[src/design/rigid_constraint_force_to_displacement_macros.svh]
// ----------------------------------------------------------------------------
// Assertion macros for the constraint force block
// Shared property wrappers used by the RTL modules.
// ----------------------------------------------------------------------------
`ifndef RIGID_CONSTRAINT_FORCE_TO_DISPLACEMENT_MACROS_SVH
`define RIGID_CONSTRAINT_FORCE_TO_DISPLACEMENT_MACROS_SVH

// implication checked every cycle outside reset
`define RCF_ASSERT_IMPL(lbl, clk, rst_n, ante, cons) \
  lbl: assert property (@(posedge clk) disable iff (!rst_n) (ante) |-> (cons)) \
    else $error("assertion failed");

// implication checked in the cycle after the antecedent
`define RCF_ASSERT_NEXT(lbl, clk, rst_n, ante, cons) \
  lbl: assert property (@(posedge clk) disable iff (!rst_n) (ante) |=> (cons)) \
    else $error("assertion failed");

`endif

[src/design/rcf_pkg.sv]
// ----------------------------------------------------------------------------
// rcf_pkg
// Types and constants shared by the constraint force block.
// ----------------------------------------------------------------------------
package rcf_pkg;

  localparam int NUM_BODIES_DEF = 64;
  localparam int BODY_W         = 6;
  localparam int DATA_W         = 32;
  localparam int ACC_W          = 48;
  localparam int CFG_IDX_W      = 3;
  localparam int IN_TDATA_W     = 232;
  localparam int OUT_TDATA_W    = 200;

  localparam logic [CFG_IDX_W-1:0] REG_LIN = 3'd0;
  localparam logic [CFG_IDX_W-1:0] REG_XX  = 3'd1;
  localparam logic [CFG_IDX_W-1:0] REG_XY  = 3'd2;
  localparam logic [CFG_IDX_W-1:0] REG_XZ  = 3'd3;
  localparam logic [CFG_IDX_W-1:0] REG_YY  = 3'd4;
  localparam logic [CFG_IDX_W-1:0] REG_YZ  = 3'd5;
  localparam logic [CFG_IDX_W-1:0] REG_ZZ  = 3'd6;

  // controller to datapath
  typedef struct packed {
    logic       load;       // capture request
    logic       acc_clr;    // clear pending sum
    logic       rd;         // read store word
    logic       inc;        // add increment to the read word and write back
    logic       mul;        // accumulate one compliance half product
    logic       half;       // 0 low 24 bits of the store word, 1 high 24 bits
    logic       fin;        // round and save one output
    logic [2:0] comp;       // component 0..5
    logic [1:0] term;       // dot term 0..2
    logic       out_load;   // present result
  } ctl_t;

  typedef struct packed {
    logic in_range;
    logic out_busy;
    logic clr_busy;
  } sts_t;

endpackage

[src/design/rcf_ctrl.sv]
// ----------------------------------------------------------------------------
// rcf_ctrl
// Sequencer for update and displacement phases.
// ----------------------------------------------------------------------------
module rcf_ctrl (
  input  logic          clk,
  input  logic          rst_n,
  input  logic          in_fire,
  input  logic          in_apply,
  input  rcf_pkg::sts_t sts,
  output logic          in_ready,
  output rcf_pkg::ctl_t ctl
);

  typedef enum logic [5:0] {
    S_IDLE = 6'b000001,
    S_CHK  = 6'b000010,
    S_RD   = 6'b000100,
    S_UPD  = 6'b001000,
    S_MUL  = 6'b010000,
    S_OUT  = 6'b100000
  } state_t;

  state_t     state_r, state_nxt;
  logic [2:0] comp_r, comp_nxt;
  logic [1:0] term_r, term_nxt;
  logic       half_r, half_nxt;
  logic [1:0] nterm;

  assign nterm = (comp_r < 3'd3) ? 2'd0 : 2'd2;

  always_comb begin
    state_nxt = state_r;
    comp_nxt  = comp_r;
    term_nxt  = term_r;
    half_nxt  = half_r;
    ctl       = '0;
    ctl.comp  = comp_r;
    ctl.term  = term_r;
    ctl.half  = half_r;
    in_ready  = 1'b0;
    unique case (state_r)
      S_IDLE: begin
        in_ready = !sts.clr_busy;
        if (in_fire) begin
          ctl.load = 1'b1;
          if (in_apply) state_nxt = S_CHK;
        end
      end
      S_CHK: begin
        comp_nxt = 3'd0;
        state_nxt = sts.in_range ? S_RD : S_IDLE;
      end
      S_RD: begin
        ctl.rd = 1'b1;
        state_nxt = S_UPD;
      end
      S_UPD: begin
        ctl.inc = 1'b1;
        if (comp_r == 3'd5) begin
          comp_nxt  = 3'd0;
          term_nxt  = 2'd0;
          half_nxt  = 1'b0;
          ctl.acc_clr = 1'b1;
          state_nxt = S_MUL;
        end else begin
          comp_nxt  = comp_r + 3'd1;
          state_nxt = S_RD;
        end
      end
      S_MUL: begin
        ctl.mul = 1'b1;
        if (!half_r) begin
          half_nxt = 1'b1;
        end else begin
          half_nxt = 1'b0;
          if (term_r == nterm) begin
            ctl.fin = 1'b1;
            term_nxt = 2'd0;
            if (comp_r == 3'd5) state_nxt = S_OUT;
            else comp_nxt = comp_r + 3'd1;
          end else begin
            term_nxt = term_r + 2'd1;
          end
        end
      end
      S_OUT: begin
        if (!sts.out_busy) begin
          ctl.out_load = 1'b1;
          state_nxt = S_IDLE;
        end
      end
      default: state_nxt = S_IDLE;
    endcase
  end

  always_ff @(posedge clk) begin
    if (!rst_n) begin
      state_r <= S_IDLE;
      comp_r  <= 3'd0;
      term_r  <= 2'd0;
      half_r  <= 1'b0;
    end else begin
      state_r <= state_nxt;
      comp_r  <= comp_nxt;
      term_r  <= term_nxt;
      half_r  <= half_nxt;
    end
  end

  `include "rigid_constraint_force_to_displacement_macros.svh"
  `RCF_ASSERT_IMPL(a_ready_idle, clk, rst_n, in_ready, state_r == S_IDLE)
  `RCF_ASSERT_IMPL(a_comp_rng, clk, rst_n, state_r != S_IDLE, comp_r <= 3'd5)
  `RCF_ASSERT_NEXT(a_out_idle, clk, rst_n, ctl.out_load, state_r == S_IDLE)
  `RCF_ASSERT_IMPL(a_fin_half, clk, rst_n, ctl.fin, half_r)

endmodule

[config.mk]
export PLATFORM = sky130hd
export DESIGN_NAME = rcf_ctrl
export DESIGN_NICKNAME = d
export VERILOG_FILES = /design/src/design/rcf_pkg.sv /design/src/design/rcf_ctrl.sv
export VERILOG_INCLUDE_DIRS = /design/src /design/src/design
export SDC_FILE = /design/constraint.sdc
export NUM_CORES = 1
export LEC_CHECK = 0
export ABC_AREA = 1
export BUFFER_PORTS_ARGS = -buffer_cell sky130_fd_sc_hd__buf_2
export CAP_MARGIN = 5
export CORE_MARGIN = 3
export CORE_UTILIZATION = 52
export CTS_BUF_LIST = sky130_fd_sc_hd__clkbuf_16
export DETAILED_ROUTE_END_ITERATION = 10
export PLACE_DENSITY = 0.82
export SYNTH_ARGS = -nofsm -noshare
export SYNTH_HDL_FRONTEND = slang
export SYNTH_SLANG_ARGS = --single-unit
export TNS_END_PERCENT = 30
[constraint.sdc]
create_clock -name clk -period 1.9 [get_ports clk]
set_input_delay 0.095 -clock clk [delete_from_list [all_inputs] [get_ports clk]]
set_output_delay 0.095 -clock clk [all_outputs]
set_load 0.02 [all_outputs]
Yosys cells after proc, flatten, opt, wreduce, memory -nomap -nowiden
Cells that the tools add are included.
Widths: inputs -> output; s select.
{"block": "word_totals", "ff_bits": 12, "inputBits": 7, "out_inout_bits": 14, "elab_cells": 65}
{"block": "op_classes", "addsub": 2, "magnitude_cmp": 1, "eq_ne": 16, "mux": 35, "reduce_logical": 7}
{"operator": "$mux 6", "n": 6}
{"operator": "$pmux 6 s6", "n": 1}
{"operator": "$ne 2x2->1 const B", "n": 8}
{"operator": "$mux 1", "n": 15}
{"operator": "$mux 3", "n": 5}
{"operator": "$pmux 3 s3", "n": 1}
{"operator": "$mux 2", "n": 4}
{"operator": "$eq 6x1->1 const B", "n": 1}
{"operator": "$eq 6x2->1 const B", "n": 1}
{"operator": "$eq 6x3->1 const B", "n": 1}
{"operator": "$eq 6x4->1 const B", "n": 1}
{"operator": "$eq 6x5->1 const B", "n": 1}
{"operator": "$eq 6x6->1 const B", "n": 1}
{"operator": "$reduce_and 6->1", "n": 1}
{"operator": "$mux 5", "n": 1}
{"operator": "$pmux 2 s2", "n": 1}
{"operator": "$reduce_and 4->1", "n": 1}
{"operator": "$add 3x1->3 const B", "n": 1}
{"operator": "$eq 3x3->1 const B", "n": 1}
{"operator": "$lt 3x2->1 const B", "n": 1}
{"operator": "$reduce_and 3->1", "n": 1}
{"operator": "$reduce_bool 3->1", "n": 1}
{"operator": "$add 2x1->2 const B", "n": 1}
{"operator": "$eq 2x2->1", "n": 1}
{"operator": "4 further kinds", "n": 4}

Longest topological paths before layout
{"block": "depth", "depth_word": 6, "depth_mapped": 10, "ltp_nobuf": 10}

Worst setup path after synthesis
Ideal clock, no wire load.
{"block": "synth_timing", "path_kind": "register to register", "start": "register comp_r[0]", "end": "register term_r[1]", "arrival_ns": 1.301, "required_time_ns": 1.787, "setup_slack_ns": 0.485, "path_stages_with_launch": 9, "path_buffers": 0, "period_less_slack_ns": 1.415, "cell_sequence": "dfxtp_1 > ha_1 > nand2_1 > inv_1 > nand2_2 > nand2_1 > nand2_1 > o21ai_1 > nor2_1"}
{"block": "synth_via", "elab_chain_len": 6, "word_cells_on_any_way": 9, "cone_classes": "1 x order compare; 3 x eq/ne; 4 x mux; 1 x reduce/logical"}
{"element": "start, declared", "line_no": "rcf_ctrl.sv:25", "source": "logic [2:0] comp_r, comp_nxt;"}
{"element": "start signal, assigned", "line_no": "rcf_ctrl.sv:105", "source": "comp_r <= comp_nxt;"}
{"element": "$lt 3x2->1", "line_no": "rcf_ctrl.sv:30", "source": "assign nterm = (comp_r < 3'd3) ? 2'd0 : 2'd2;"}
{"element": "$mux 2", "line_no": "rcf_ctrl.sv:30"}
{"element": "$eq 2x2->1", "line_no": "rcf_ctrl.sv:77", "source": "if (term_r == nterm) begin"}
{"element": "$mux 2", "line_no": "rcf_ctrl.sv:77"}
{"element": "$mux 2", "line_no": "rcf_ctrl.sv:73", "source": "if (!half_r) begin"}
{"element": "$pmux 2 s2", "line_no": "rcf_ctrl.sv:42", "source": "unique case (state_r)"}
{"element": "end signal, assigned", "line_no": "rcf_ctrl.sv:106", "source": "term_r <= term_nxt;"}
{"element": "end, declared", "line_no": "rcf_ctrl.sv:26", "source": "logic [1:0] term_r, term_nxt;"}
Several ways; a longest one is shown, not always the timed one. The select of a mux whose other input is x is not followed.
A chain may end at the register's enable or synchronous reset.

==> impl_metrics.py <==
metrics = {
    "clock_network": {
        "cts_hold_buf": 0,
        "clock_latency_ns": 0.24,
        "tritoncts": "done",
        "clockRootBuffer": "clkbuf_16",
        "post_cts_resized": 0,
        "cts_sinks": 12,
        "cts_buffers": 3,
        "clockBufferDepth": 2,
        "cts_setup_buffers": 0,
        "clk_pin_slew_ns": 0.04,
        "cts.htree.levels": 1,
    },
    "global_routing": {
        "grt_pass1_wl_mm": 3.567,
        "grt_pass1_vias": 817,
        "grt_max_degree": 11,
        "grt_antenna_before_repair": 0,
        "track_usage": 0.2258,
        "overflow": 0,
    },
    "setup_path": {
        "slowest_delay_ns": 0.45,
        "criticalPathCategory": "register to output port",
        "cp.arrival_ns": 1.50,
        "rr_worst_depth": 8,
        "crit_buf_inv": 3,
        "reg2reg_to": "term_r[1]",
        "crit_path_start_kind": "register",
        "critPathMaxFanout": 6,
        "cpMaxStageDelayCell": "dfxtp_1",
        "cp_top_family": "flip-flops",
        "worst_path_most_repeated_cell": "inv_1",
        "worstReg2RegStart": "comp_r[0]",
        "required_ns": 1.80,
        "path_cells": "ha_1 > nand2_1 > inv_1 > nand2_2 > inv_1 > buf_2",
        "reg2reg_slack_ns": 0.40,
        "cp-end-kind": "output port",
    },
    "drt": {
        "totalWireLength_mm": 2.179,
        "vias_per_cell": 5.511,
        "drt-initial-drc-count": 33,
        "drc_errors": 0,
        "vias": 959,
        "detail_route.wl_per_cell_um": 12.52,
        "drt.antenna.violating_nets": 0,
        "drtPass1Iterations": 4,
    },
    "logic_synthesis": {
        "synth.net_count": 145,
        "synth_seq_cells": 12,
        "yosys_warnings": 0,
        "syn_inst": 136,
        "ys_seq_area_frac": 0.2678,
        "synth_area_per_cell_sq_um": 6.596,
        "syn_area_sq_um": 897.1,
        "ys_types": 20,
    },
    "timing": {
        "timing.final.crit_period_ns": 1.598,
        "worst_pin_slew_ns": 0.3423,
        "finalMaxSlewViolations": 0,
        "skew_ns": 0.002388,
        "fmax_ghz": 0.6259,
        "hold_violations": 0,
        "setup_violations": 0,
        "final.setup.tns_ns": 0,
        "min_period_over_period": 0.8410,
        "rsz0062_at_grt": "no",
        "relSlewSlack": 0.7715,
        "setup_ws_ns": 0.3022,
    },
    "finish": {
        "fin_area_sq_um": 1085,
        "fillers": 132,
        "nets": 169,
        "final_common_cell": "nand2_1",
        "fin_cells": 174,
        "syn2layout_area_growth_pct": 20.92,
        "mostFrequentLayoutCells": "nand2_1 (30), inv_1 (24), buf_2 (20)",
        "antenna_cells": 0,
        "drive_gt1_frac": 0.2911,
    },
    "place": {
        "io_buffer_count": 20,
        "placed_cells": 171,
        "place_ws_ns": 0.4423,
        "place_hpwl_mm": 1.621,
        "postPlaceCellArea_sq_um": 1010,
        "routabilityCongestion": 0.8409,
    },
    "pwr": {
        "peakVddDrop_mv": 0.7574,
        "p_leak_nw": 0.6048,
        "p_per_area_nw_per_um2": 1271,
        "power.total_w": 0.001379,
    },
    "min_path": {
        "hp-start": "sts[2]",
        "holdCritPathClass": "primary input to register",
        "min_to": "state_r[2]",
        "min_path_cells": 3,
    },
    "die": {
        "core.rowCount": 14,
        "die_h_um": 47.54,
        "die_w_um": 47.54,
        "dieArea_sq_um": 2260,
        "core_sq_um": 1559,
        "num_io_pins": 21,
        "start_util": 0.5754,
    },
    "run": {
        "cap_violations": 0,
    },
    "status": {
        "status": "completed",
    },
}
==> state kept, by name (all words and copies together) (netlist names) <==
signal,count
state_r,6
comp_r,3
term_r,2
half_r,1
==> logic make-up (layout without fill, tap and decap cells) <==
group | Yosys count | after routing | share of synthesized area
simple gates | 86 | 86 | 0.5328
buf+inv | 27 | 49 | 0.1172
flops | 12 | 12 | 0.2678
compound gates | 9 | 9 | 0.05440
fa+ha+maj | 2 | 2 | 0.02789
==> cells in the mapped netlist <==
master / count / area share
o22ai_1: 1 / 0.0070
nor2_1: 16 / 0.067
nand4_1: 8 / 0.056
ha_1: 2 / 0.028
nand2_1: 30 / 0.13
buf_4: 1 / 0.0084
nor2_8: 1 / 0.022
inv_1: 24 / 0.10
nand2_2: 5 / 0.035
o21a_1: 1 / 0.0084
inv_2: 2 / 0.0084
nor4_1: 1 / 0.0070
dfxtp_1: 12 / 0.27
nand2_4: 3 / 0.038
nand3_1: 10 / 0.056
o21ai_1: 1 / 0.0056
nor2_4: 4 / 0.050
nand3_2: 5 / 0.056
a21oi_1: 6 / 0.033
nor2_2: 3 / 0.021
==> metrics by stage <==
| step | hold WS, ns | util |
|---|---|---|
| 2_1_floorplan | 0.2154 | - |
| 3_3_place_gp | 0.3707 | 0.6477 |
| 3_5_place_dp | 0.3876 | 0.6477 |
| 4_1_cts | 0.1488 | 0.6958 |
| 5_1_grt | 0.1655 | 0.6958 |
| 6_report | 0.1561 | 0.6958 |
==> per-layer routing <==
metal,vias to the layer above,track usage,wire length [um]
li1,477,-,-
met1,426,0.2697,863
met2,49,0.3770,1081
met3,7,0.04135,178
met4,0,0.1290,56
met5,-,0,0
==> report_power, final <==
part / internal (W) / switching, W / total, W / leakage, nW
combinational: 0.000204 / 0.000419 / 0.000623 / 0.470
clock: 0.000274 / 0.000110 / 0.000384 / 0.0370
sequential: 0.000301 / 0.0000713 / 0.000372 / 0.0974
total: 0.000778 / 0.000600 / 0.00138 / 0.605
==> cell type report <==
cell class / count / area (sq um) / area share
multi-input combinational: 97 / 551.8 / 0.5087
sequential: 12 / 240.2 / 0.2215
timing repair buffer: 20 / 100.1 / 0.09227
inverter: 26 / 97.59 / 0.08997
clock buffer: 3 / 75.07 / 0.06920
tap: 16 / 20.02 / 0.01845
==> worst max path at each step <==
stage	startpoint	endpoint	cells after the start
2_1_floorplan	comp_r[0]	term_r[1]	8
4_1_cts	comp_r[0]	ctl[11]	6
6_report	comp_r[0]	ctl[11]	6
5_1_grt	comp_r[0]	ctl[11]	6
3_5_place_dp	comp_r[0]	term_r[1]	8
3_3_place_gp	comp_r[0]	term_r[1]	8
==> worst min-delay path, stage by stage <==
cell	delay [ns]
buf_2	0.11
nand4_1	0.08
a21oi_1	0.06
(Power assumes the default switching activity.)
